**src/rtl/assert_macros.svh**
```systemverilog
// assertion helpers, clocked on i_clk, quiet during reset
`ifndef ASSERT_MACROS_SVH
`define ASSERT_MACROS_SVH

`define PFP_ASSERT(lbl, prop, msg) \
    lbl: assert property (@(posedge i_clk) disable iff (!i_rst_n) prop) else $error(msg);

`define PFP_ASSERT_NEXT(lbl, ante, cons, msg) \
    lbl: assert property (@(posedge i_clk) disable iff (!i_rst_n) (ante) |=> (cons)) \
        else $error(msg);

`endif

```
**src/rtl/pfp_pkg.sv**
```systemverilog
package pfp_pkg;
    localparam int MOD_BITS_DEF = 32;
    localparam int EXP_W        = 64;
    localparam int DATA_W       = 32;
    localparam int CNT_W        = $clog2(EXP_W);
endpackage

```
**src/rtl/pfp_modred.sv**
```systemverilog
module pfp_modred
    import pfp_pkg::*;
#(
    parameter int MOD_BITS = MOD_BITS_DEF
) (
    input  logic                i_clk,
    input  logic                i_rst_n,
    input  logic                i_start,
    input  logic [EXP_W-1:0]    i_dividend,
    input  logic [MOD_BITS-1:0] i_divisor,
    output logic                o_done,
    output logic [MOD_BITS-1:0] o_rem
);
    logic                r_busy;
    logic                r_done;
    logic [CNT_W-1:0]    r_cnt;
    logic [EXP_W-1:0]    r_val;
    logic [MOD_BITS-1:0] r_rem;
    logic [MOD_BITS-1:0] r_div;
    logic [MOD_BITS:0]   w_trial;
    logic [MOD_BITS:0]   w_diff;
    logic [MOD_BITS-1:0] n_rem;

    // one restoring step per cycle while busy, msb of the dividend first
    always_comb begin
        w_trial = {r_rem, r_val[EXP_W-1]};
        w_diff  = w_trial - {1'b0, r_div};
        if (w_trial >= {1'b0, r_div}) begin
            n_rem = w_diff[MOD_BITS-1:0];
        end else begin
            n_rem = w_trial[MOD_BITS-1:0];
        end
    end

    always_ff @(posedge i_clk) begin
        if (!i_rst_n) begin
            r_busy <= 1'b0;
            r_done <= 1'b0;
            r_cnt  <= '0;
            r_rem  <= '0;
        end else begin
            r_done <= 1'b0;
            if (i_start) begin
                r_val  <= i_dividend;
                r_div  <= i_divisor;
                r_rem  <= '0;
                r_cnt  <= CNT_W'(EXP_W - 1);
                r_busy <= 1'b1;
            end else if (r_busy) begin
                r_val <= {r_val[EXP_W-2:0], 1'b0};
                r_rem <= n_rem;
                if (r_cnt == '0) begin
                    r_busy <= 1'b0;
                    r_done <= 1'b1;
                end else begin
                    r_cnt <= r_cnt - 1'b1;
                end
            end
        end
    end

    assign o_done = r_done;
    assign o_rem  = r_rem;
endmodule

```
**config.mk**
```make
export PLATFORM = sky130hd
export DESIGN_NAME = pfp_modred
export DESIGN_NICKNAME = d
export VERILOG_FILES = /design/src/rtl/assert_macros.svh /design/src/rtl/pfp_pkg.sv /design/src/rtl/pfp_modred.sv
export SDC_FILE = /design/constraint.sdc
export NUM_CORES = 1
export LEC_CHECK = 0
export BUFFER_PORTS_ARGS = -buffer_cell sky130_fd_sc_hd__buf_2
export CAP_MARGIN = 10
export CELL_PAD_IN_SITES_DETAIL_PLACEMENT = 1
export CELL_PAD_IN_SITES_GLOBAL_PLACEMENT = 1
export CORE_ASPECT_RATIO = 1.4
export CORE_MARGIN = 5
export CORE_UTILIZATION = 48
export DETAILED_ROUTE_END_ITERATION = 12
export PLACE_DENSITY_LB_ADDON = 0.3
export SLEW_MARGIN = 15
export SYNTH_ARGS = -nofsm -noshare
export SYNTH_HDL_FRONTEND = slang
export SYNTH_SLANG_ARGS = --single-unit
export TNS_END_PERCENT = 5
```
**constraint.sdc**
```tcl
create_clock -name i_clk -period 5.6 [get_ports i_clk]
set_input_delay 0.28 -clock i_clk [delete_from_list [all_inputs] [get_ports i_clk]]
set_output_delay 0.28 -clock i_clk [all_outputs]
set_load 0.02 [all_outputs]
```
; ---- Word level (Yosys, flattened, before mapping)
; Index checks and enable logic that the tools add are counted.
[op_classes]
add_sub_neg = 2
shift = 0
eq_ne = 1
n_reduce_logical = 7
muxes = 10
n_bitwise = 2
n_lt_le_gt_ge = 1
n_div = 0
multipliers = 0
[ops]
columns = operator, count
row1 = 64-bit 2-to-1 mux, 2
row2 = 33-bit by 32-bit >= comparator with 1-bit output, 1
row3 = 32-bit 2-to-1 mux, 1
row4 = 32-bit subtractor, 1
row5 = 6-bit 2-to-1 mux, 3
row6 = 6-bit zero test, 1
row7 = 2-bit AND reduction, 3
row8 = "6-bit by 1-bit subtractor with 6-bit output, second input constant", 1
row9 = 1-bit 2-to-1 mux, 4
row10 = 3-bit OR reduction, 1
row11 = "2-bit inequality test, second input constant", 1
row12 = 1-bit NOT, 2
row13 = 2-bit nonzero test, 1
row14 = 2-bit OR reduction, 1
[word_totals]
out_inout_bits = 33
input_bits = 99
latch_bits = 0
rom_bits = 0
ff_bits = 136
mem_bits_rw = 0
word_cells = 29
n_memories = 0

; ---- Depth between registers and ports, before layout
; Gate-level depths: netlist (run 1).
[depth]
ltp_word = 4
depth_mapped = 14
depth_no_buf = 13

; ---- Worst setup path before layout (run 1)
; Ideal clock, no wire load.
[synth_timing]
kind = register to register
startpoint = register r_val[63]
endpoint = register r_rem[28] (netlist: o_rem[28])
synth_period_minus_slack_ns = 3.061
arrival_ns = 2.943
t_required_ns = 5.482
setup_ns = 0.118
slack_ns = 2.539
path_buffers = 0
stages_incl_launch_ff = 14
cell_sequence = edfxtp_1 -> inv_1 -> ha_1 -> inv_1 -> fa_1 -> a21o_1 -> a221oi_1 -> o21bai_1 -> a31oi_1 -> o21ai_0 -> a311oi_1 -> mux2i_1 -> nand4_1 -> o2111a_1
[synth_between]
elab_chain_cells = 2
elab_cells_between_ends = 3
cone_classes = 1 x add/sub / 1 x order compare / 1 x mux
[synth_lines]
columns = element, line_no
row1 = from (decl), pfp_modred.sv:17  ; logic [EXP_W-1:0] r_val;
row2 = from (signal assigned), pfp_modred.sv:44  ; r_val <= i_dividend;
row3 = from (signal assigned), pfp_modred.sv:50  ; r_val <= {r_val[EXP_W-2:0], 1'b0};
row4 = 32-bit subtractor / 33-bit by 32-bit >= comparator with 1-bit output (equally long branches), "pfp_modred.sv:27, pfp_modred.sv:28"
row5 = 32-bit 2-to-1 mux *, pfp_modred.sv:28  ; if (w_trial >= {1'b0, r_div}) begin
row6 = to (signal assigned), pfp_modred.sv:51  ; r_rem <= n_rem;
row7 = to (decl), pfp_modred.sv:18  ; logic [MOD_BITS-1:0] r_rem;
; Mark *: on every way between the ends. The rest lies on a longest branch, timed or not.
; A chain may end at the register's enable or synchronous reset.

; ---- Final worst setup path (run 1)
[layout_timing]
startpoint = register r_div[9]
endpoint = register r_rem[8] (netlist: o_rem[8])
[layout_between]
elab_chain_cells = 2
[layout_lines]
columns = element, line_no
row1 = from (decl), pfp_modred.sv:19  ; logic [MOD_BITS-1:0] r_div;
row2 = from (signal assigned), pfp_modred.sv:45  ; r_div <= i_divisor;
row3 = 33-bit by 32-bit >= comparator with 1-bit output, pfp_modred.sv:28
row4 = 32-bit 2-to-1 mux, pfp_modred.sv:28
; Every way passes these cells.

==> results.ini, run 1 <==
[cells_and_area]
num_antenna_cells = 0
syn2layout_area_growth_pct = 18.96
most_common_library_cell_in_the_layout_ignoring_fill_and_taps = buf_2
layout.cells.non_filler = 974
regArea_um2 = 3684
design.final.nets = 903
multi_input_logic_area_um2 = 3304
most_frequent_cells_in_the_layout = buf_2, edfxtp_1, mux2_2, a21oi_1, inv_1
layout.filler_cells = 1639
drive_gt1_share_pct = 30.43

[grt]
initial_antenna_violation_count = 0
first_global_vias = 6100
grt-ovfl-total = 0
grt_first_pass_wirelength_mm = 30.35
maximum_number_of_pins_on_one_net_before_global_route_repair = 76
globalRouteTotalUtil_pct = 21.69

[power_and_ir_drop]
vdd_ir_drop_max_mv = 0.2207
static-leakage-power_nw = 3.616
power_density_nw_per_um2 = 299.3

[status]
status = finished, final reports clean

[detailed_routing]
wl_met3_mm = 1.038
violation_count_after_the_first_detailed_routing_iteration = 176
drt_first_pass_iters = 5
highest_layer = met4
met1Wirelength_mm = 6.613
dr_wl_met2_mm = 10.22
dr_total_vias = 5461
post-route-drc-count = 0
vias_per_cell = 5.607
drt-wirelength-per-cell_um = 18.89
drt_wl_total_mm = 18.40
ant_nets = 0

[worst_setup_path]
worst-r2r-setup-slack_ns = 1.84
arrival_ns = 4.03
critPathTopFamily = compound AO/OA/AOI/OAI gates
r2r_cells = 12
cp.required_ns = 5.87
critical_path.reg2reg.endpoint = o_rem[8]
r2r_start = r_div[9]
critical-path-max-stage-delay_ns = 0.52
criticalPathCategory = reg -> reg
critical_path.slowest_cell = o211ai_1
worst-path-max-fanout = 24
cp_num_buf_inv = 2
crit_chain = inv_1 -> ha_1 -> nand3_2 -> nor3_1 -> o211ai_2 -> a31oi_1 -> o31a_1 -> a311oi_2 -> o211ai_1 -> buf_4 -> mux2i_1 -> a21oi_1
critical_path.endpoint_type = flip-flop
setup.worst_path.start_class = flip-flop

[floorplan]
die_w_um = 114.0
floorplan.core_area_um2 = 14990
floorplan.die_area_um2 = 17750
start_util_pct = 48.53
boundaryPins = 132
num_rows = 53
floorplan.die.height_um = 155.7

[yosys]
mappedNetlistArea_um2 = 7273
synthCells = 644
synthArstFlopShare_pct = 0
synth_seq_area_share_pct = 50.65
ys_seq_elements = 136
synth-edff-count = 96
post_synth_num_cell_types = 56
mappedNetlistNets = 778
synth.avg_cell_area_um2 = 11.29
synth_ff_type = edfxtp_1
yosys_warnings = 0

[cts]
clock_tree.htree_level_count = 4
post_cts.resized_instances = 0
cts-buffers-inserted = 17
ctsRootBufferMaster = clkbuf_16
postCtsSetupBuffers = 0
clock_sinks = 136
cts_tree = done
clock_insertion_delay_worst_skew_ns = 0.42
maximum_clock_path_buffer_count = 2
clkSlewWorstSetupHoldPaths_ns = 0.07
ctsHoldBuffers = 0

[hold_path]
class_of_the_tightest_hold_or_removal_check = in -> reg
holdCritStartpoint = i_divisor[5]
whs_path_depth = 1
hold_path_end = r_div[5]

[timing]
clock_skew_ns = 0.01363
timing_worst_slew_pin_value_ns = 0.8782
setup_slack_ns = 1.840
achievable-frequency_mhz = 265.9
worst_slew_margin_rel_pct = 41.45
setup_total_negative_slack_ns = 0
finalCriticalPeriod_ns = 3.760
rsz_0062_raised_after_global_routing = no
setup_viol_count_final = 0
slew_violations = 0
report.final.hold_viol_count = 0
post-route-period-util_pct = 67.15

[placed_design]
place_inst = 942
io_buffer_count = 131
setup_slack_after_placement_ns = 1.918
post-dp-hpwl_mm = 13.22
routability_driven_placement_congestion_ratio = 0.8746

[run]
drv_cap = 0

through the flow:
| stage | hold WS (ns) | instance area (um^2) | utilization (%) | total power, mW |
|---|---|---|---|---|
| floorplan | 0.3789 | 7273 | - | 1.420 |
| global placement | 0.4561 | 8087 | 53.96 | 1.511 |
| detailed placement | 0.4588 | 8087 | 53.96 | 1.530 |
| CTS | 0.01853 | 8652 | 57.73 | 2.614 |
| global route | 0.009993 | 8652 | 57.73 | 2.712 |
| finish | 0.03273 | 8652 | 57.73 | 2.590 |
final cells by class:
class                   count  area share, %
flip-flops and latches    136          42.57
multi-input cells         435          38.19
repair buffers            137          8.098
clock buffers              17          4.917
well taps                 192          2.777
inverters                  42          1.822
clock inverters            15          1.620
how the worst max path moves through the flow:
stage | start | end | cells after the start
finish | r_div[9] | o_rem[8] | 12
global placement | r_div[9] | o_rem[3] | 12
global route | r_div[9] | o_rem[8] | 12
detailed placement | r_val[63] | o_rem[28] | 13
CTS | r_div[9] | o_rem[8] | 12
floorplan | r_val[63] | o_rem[28] | 13
synth_stat cells (all sizes together), types with 6 or more instances:
library cell | instances | share of area (%)
a21o | 13 | 1.3
a21oi | 46 | 3.2
a31oi | 6 | 0.52
and2 | 7 | 0.60
and3 | 7 | 0.60
clkbuf | 26 | 1.3
dfxtp | 40 | 11
edfxtp | 96 | 40
ha | 34 | 5.8
inv | 42 | 2.2
mux2 | 63 | 9.8
mux2i | 24 | 3.3
nand2 | 29 | 1.5
nand3 | 10 | 0.76
nand4 | 13 | 1.1
nor2 | 27 | 1.4
nor2b | 9 | 0.77
nor3 | 9 | 0.62
o211ai | 6 | 0.69
o21a | 14 | 1.4
o21ai | 37 | 2.5
xnor2 | 19 | 2.3
xor2 | 10 | 1.2
cell families after synthesis:
kind of cell / synth area share, %
AND/OR/NAND/NOR: 8.550
buffers and inverters: 3.974
AO/OA/AOI/OAI: 14.16
flip-flops: 50.65
XOR/XNOR: 3.492
adder cells (fa/ha/maj): 6.124
multiplexers: 13.06
worst reg2reg max path: cells and delay by family, from the launching register on:
kind	cells	cell delay [ns]
AOI/OAI and AO/OA	6	1.54
adders and majority gates	1	0.43
buffers and inverters	2	0.54
DFF	1	0.33
and+or+nand+nor	2	0.50
muxes	1	0.27
state kept, by name, indices dropped and copies added, names as in the netlist:
name	cells
r_div	32
r_cnt	6
o_rem	32
r_busy	1
r_val	64
o_done	1
report_power, final:
part	internal, mW	switching [mW]	leakage (nW)
registers	1.15	0.0249	1.24
logic	0.147	0.190	2.11
clock network	0.620	0.460	0.270
layer usage:
metal | track usage (%) | vias up
met2 | 40.54 | 143
li1 | - | 2644
met1 | 22.18 | 2635
met3 | 6.131 | 39
met5 | 0 | -
met4 | 9.451 | 0
No activity file was read; power rests on OpenSTA's default activity.
==> run 2, diff against run 1 <==
Settings changed: CORE_UTILIZATION 48 to 40.
Clock period 5.6 ns to 3.4 ns, I/O delays scaled along.
==> run 2 against run 1 <==
Routed wire length increased by 4.2%. Maximum frequency increased by 17%. Core utilization decreased by 6.3 points. Non-clock buffer count increased by 46.
==> results.ini, run 2 (synthesized netlist as in run 1, its figures left out) <==
[floorplan]
die_w_um = 124.0
boundaryPins = 132
floorplan.die.height_um = 169.6
floorplan.core_area_um2 = 17920
start_util_pct = 40.58
num_rows = 58
floorplan.die_area_um2 = 21020

[cells_and_area]
design.final.nets = 949
max_flop_register = r_val
largest_reg_flops = 64
multi_input_logic_area_um2 = 3337
syn2layout_area_growth_pct = 26.65
finish.instance_area_um2 = 9211
most_frequent_cells_in_the_layout = buf_2, edfxtp_1, mux2_2, a21oi_1, inv_1
drive_gt1_share_pct = 30.92
layout.cells.non_filler = 1069
regArea_um2 = 3684
post-route-util_pct = 51.39
layout.filler_cells = 1970
most_common_library_cell_in_the_layout_ignoring_fill_and_taps = buf_2

[worst_setup_path]
crit_chain = inv_1 -> ha_1 -> inv_1 -> fa_1 -> a21o_1 -> a221oi_2 -> o21bai_1 -> a31oi_1 -> o21ai_0 -> a311oi_2 -> mux2i_1 -> nand4_1 -> o2111a_1
arrival_ns = 3.53
cp_num_buf_inv = 2
criticalPathCategory = reg -> reg
critical-path-max-stage-delay_ns = 0.40
worst-path-max-fanout = 2
critPathTopFamily = compound AO/OA/AOI/OAI gates
cp.required_ns = 3.71
critical_path.slowest_cell = edfxtp_1
cpMostUsedCell = inv_1
setup.worst_path.start_class = flip-flop
critical_path.endpoint_type = flip-flop

[grt]
gr-usage-met1_pct = 19.63
grt-ovfl-total = 0
grt_first_pass_wirelength_mm = 30.72
initial_antenna_violation_count = 1
global_route.usage.met2_pct = 34.78
first_global_vias = 6291
busiest_layer = met2
maximum_number_of_pins_on_one_net_before_global_route_repair = 73
globalRouteTotalUtil_pct = 18.66
grt_util_met3_pct = 5.068

[placed_design]
place_inst = 1004
post_dp_cell_area_um2 = 8264
post-dp-hpwl_mm = 13.91
setup_slack_after_placement_ns = -0.06428
io_buffer_count = 131
routability_driven_placement_congestion_ratio = 0.8837

[power_and_ir_drop]
p_comb_share_pct = 13.6
static-leakage-power_nw = 3.841
netSwitchingPower_mw = 1.134
report.power.total_mw = 4.396
sw_frac_of_total_pct = 25.81
power_density_nw_per_um2 = 477.2
power.share.sequential_pct = 43.9
vdd_ir_drop_max_mv = 0.3199
internal-power_mw = 3.261
power_frac_clock_pct = 42.5

[cts]
clock_insertion_delay_worst_skew_ns = 0.42
cts-buffers-inserted = 17
ctsRootBufferMaster = clkbuf_16
clock_tree.htree_level_count = 4
clkSlewWorstSetupHoldPaths_ns = 0.06
clock_sinks = 136
cts_tree = done
maximum_clock_path_buffer_count = 2

[run]
drv_cap = 0

[timing]
rsz_0062_raised_after_global_routing = yes
report.final.hold_viol_count = 0
setup_slack_ns = 0.1726
post-route-period-util_pct = 94.92
clock_skew_ns = 0.01331
setup_viol_count_final = 0
achievable-frequency_mhz = 309.8
timing_worst_slew_pin_value_ns = 0.8801
finalCriticalPeriod_ns = 3.227
worst_slew_margin_rel_pct = 39.81
slew_violations = 0
setup_total_negative_slack_ns = 0
holdWs_ns = 0.04093

[hold_path]
class_of_the_tightest_hold_or_removal_check = in -> reg

[detailed_routing]
post-route-drc-count = 0
dr_total_vias = 5659
ant_nets = 0
violation_count_after_the_first_detailed_routing_iteration = 248
vias_per_cell = 5.294
drt-wirelength-per-cell_um = 17.93
drt_first_pass_iters = 4
drt_wl_total_mm = 19.17

[status]
status = finished, final reports clean

-- run 2: cell count changes in the layout (fill, tap and decap cells not counted), moves of 2 or more --
| cell | change |
|---|---|
| buf_4 | +13 |
| clkinv_4 | +3 |
| dlygate4sd3_1 | +32 |
| inv_6 | -2 |
-- run 2: cell type report --
type / instances / share of cell area (%)
antenna: 1 / 0.02717
clock buffer: 17 / 4.618
clock inverter: 15 / 1.807
inverter: 42 / 1.711
multi-input combinational: 435 / 36.23
sequential: 136 / 39.99
tap: 240 / 3.260
timing repair buffer: 183 / 12.36
-- run 2: worst paths after layout --
path          endpoint          start  slack (ns)  cells after the start
min           r_val[0]  i_dividend[0]        0.04                      2
max          o_rem[28]      r_val[63]        0.17                     13
min reg2reg  o_rem[31]      o_rem[31]        0.53                      2
max reg2reg  o_rem[28]      r_val[63]        0.17                     13
-- run 2: power by group through the flow --
stage,Combinational (mW),Clock (mW),Sequential [mW]
after detailed placement,0.569,0,1.97
after CTS,0.603,1.91,1.93
after global placement,0.546,0,1.96
after global routing,0.660,1.99,1.94
after floorplan,0.370,0,1.97
final,0.600,1.87,1.93
-- run 2: repair_timing --
item | CTS | global route
pin swaps | 0 | 3
setup endpoints to repair | 2 | 30
setup buffers | 0 | 0
hold buffers | 32 | 0
endpoints found under the hold margin | 32 | 0
resized for setup | 2 | 5
-- run 2: layer usage --
metal	wire length, um	vias to the layer above
met5	0	-
met4	429	0
met1	7350	2763
met2	10350	129
met3	1036	32
li1	-	2735
==> run 3, diff against run 2 <==
Settings changed: ABC_AREA set to 1, CORE_UTILIZATION 40 to 38, HOLD_SLACK_MARGIN set to 0.1.
==> run 3 against run 2 <==
Total power rose by 2.8%. Sequential power barely moved. Critical path type unchanged. Area after synthesis grew 16%. Routed wire length is 40% higher. Highest routed layer is now met5. Register-to-register slack better by 0.59 ns. Clock-buffer cell count grew 1.
==> results.ini, run 3 <==
[status]
status = finished, final reports clean

[yosys]
synth_ff_type = edfxtp_1
synthTopCellsByCount = nand2_1, inv_1, edfxtp_1
synth.most_common_cell = nand2_1
synth-edff-count = 96
mappedNetlistArea_um2 = 8432
synth.avg_cell_area_um2 = 7.468
synthArstFlopShare_pct = 0
synthCells = 1129
post_synth_num_cell_types = 37
synth_largest_area_cell = edfxtp_1
synth_seq_area_share_pct = 43.69
post_synth_main_area_contributors = edfxtp_1, nand2_1, dfxtp_1, inv_1, ha_1
yosys_warnings = 0
yosysTopAreaCellShare_pct = 34.19
ys_seq_elements = 136
mappedNetlistNets = 1263

[worst_setup_path]
cp_num_buf_inv = 1
setup.worst_path.start_class = flip-flop
cpMostUsedCell = nand2_1
cp.required_ns = 3.75
r2r_start = o_rem[19]
critPathTopFamily = simple AND/OR/NAND/NOR gates
critical_path.slowest_cell = nor2_8
critical-path-max-stage-delay_ns = 0.40
worst-r2r-setup-slack_ns = 0.76
worst-path-max-fanout = 31
arrival_ns = 2.98
criticalPathCategory = reg -> reg
critical_path.reg2reg.endpoint = o_rem[6]
critical_path.endpoint_type = flip-flop
r2r_cells = 14
crit_chain = ha_1 -> nand2_2 -> inv_2 -> nand2_1 -> nand2_1 -> nand2_1 -> nand2_1 -> nand2_2 -> nand3_4 -> nor2_8 -> nand2_4 -> nand2_1 -> nand3_1 -> a21oi_1

[detailed_routing]
ant_nets = 0
drt_first_pass_iters = 4
dr_total_vias = 7952
drt_wl_total_mm = 26.78
drt-wirelength-per-cell_um = 16.13
post-route-drc-count = 0
violation_count_after_the_first_detailed_routing_iteration = 275
vias_per_cell = 4.787

[floorplan]
boundaryPins = 132
start_util_pct = 38.57
floorplan.die_area_um2 = 25310
num_rows = 64
die_w_um = 135.9
floorplan.core_area_um2 = 21860
floorplan.die.height_um = 186.3

[grt]
grt_first_pass_wirelength_mm = 43.24
maximum_number_of_pins_on_one_net_before_global_route_repair = 69
grt_util_met3_pct = 3.767
busiest_layer = met2
grt-ovfl-total = 0
globalRouteTotalUtil_pct = 21.76
global_route.usage.met2_pct = 43.34
first_global_vias = 8719
gr-usage-met1_pct = 22.55
initial_antenna_violation_count = 2

[cells_and_area]
layout.cells.non_filler = 1661
max_flop_register = r_val
most_common_library_cell_in_the_layout_ignoring_fill_and_taps = nand2_1
post-route-util_pct = 50.08
design.final.nets = 1484
syn2layout_area_growth_pct = 29.84
finish.instance_area_um2 = 10950
drive_gt1_share_pct = 17.31
largest_reg_flops = 64
most_frequent_cells_in_the_layout = nand2_1, inv_1, buf_2, dlygate4sd3_1, edfxtp_1

[power_and_ir_drop]
power_density_nw_per_um2 = 412.6
vdd_ir_drop_max_mv = 0.3421
static-leakage-power_nw = 5.561
report.power.total_mw = 4.517

[cts]
clock_tree.htree_level_count = 4
clock_insertion_delay_worst_skew_ns = 0.43
postCtsSetupBuffers = 0
post_cts.resized_instances = 0
cts-buffers-inserted = 17
ctsRootBufferMaster = clkbuf_16
cts_tree = done
maximum_clock_path_buffer_count = 2
clkSlewWorstSetupHoldPaths_ns = 0.07
clock_sinks = 136

[timing]
report.final.hold_viol_count = 0
holdWs_ns = 0.1619
setup_slack_ns = 0.7621
worst_slew_margin_rel_pct = 45.40
setup_total_negative_slack_ns = 0
achievable-frequency_mhz = 379.1
post-route-period-util_pct = 77.59
timing_worst_slew_pin_value_ns = 0.8190
rsz_0062_raised_after_global_routing = no
clock_skew_ns = 0.01607
slew_violations = 0
finalCriticalPeriod_ns = 2.638
setup_viol_count_final = 0

[placed_design]
setup_slack_after_placement_ns = 0.7324
io_buffer_count = 131
post-dp-hpwl_mm = 17.64
post_dp_cell_area_um2 = 9348
routability_driven_placement_congestion_ratio = 0.8807
place_inst = 1532

[hold_path]
class_of_the_tightest_hold_or_removal_check = in -> reg
holdCritStartpoint = i_rst_n
whs_path_depth = 3
hold_path_end = r_busy

[run]
drv_cap = 0

[run 3: cell count changes after synthesis, moves of 14 or more]
cell,delta
inv_1,+113
nand3b_1,+24
o21a_1,-14
mux2_2,-63
nand2_1,+469
nand3_1,+42
o21ai_0,-34
nand3b_2,+15
mux2i_1,-24
nor2_1,+18
[run 3: kinds of logic after synthesis]
kind of cell / share of synthesized area, %
simple gates: 35.52
buf+inv: 9.512
flops: 43.69
compound gates: 4.437
fa+ha+maj: 5.283
xor+xnor: 1.558
[run 3: worst max path at each step]
| stage | to | depth (start not counted) | from |
|---|---|---|---|
| finish | o_rem[6] | 14 | o_rem[19] |
| CTS | o_rem[25] | 14 | o_rem[22] |
| floorplan | r_val[0] | 4 | r_busy |
| global placement | o_rem[28] | 15 | r_div[20] |
| detailed placement | o_rem[25] | 14 | o_rem[22] |
| global route | o_rem[4] | 12 | r_div[29] |
[run 3: layout make-up]
| type | instances | area (um^2) |
|---|---|---|
| sequential | 136 | 3684 |
| multi-input combinational | 796 | 3958 |
| antenna | 1 | 2.502 |
| clock buffer | 18 | 429.2 |
| clock inverter | 14 | 207.7 |
| inverter | 163 | 611.8 |
| fill | 2730 | 10910 |
| timing repair buffer | 236 | 1684 |
| tap | 297 | 371.6 |
[run 3: report_power, final]
group | internal (mW) | switching (mW) | total (mW)
Clock | 1.25 | 0.842 | 2.09
Combinational | 0.216 | 0.299 | 0.515
Sequential | 1.88 | 0.0290 | 1.91
Total | 3.35 | 1.17 | 4.52
[run 3: layer usage]
metal | routed length, um | vias up
met1 | 10140 | 3772
li1 | - | 3979
met3 | 954 | 46
met5 | 13 | -
met2 | 14990 | 153
met4 | 677 | 2
[run 3: worst min-delay path, stage by stage]
cell and delay [ns]:
buf_2 0.10, inv_1 0.16, nor2_1 0.13
[run 3: what timing repair did]
action / 4_1_cts / 5_1_grt
hold buffers: 96 / 0
endpoints found under the setup margin: 0 / 0
hold endpoints to repair: 96 / 0
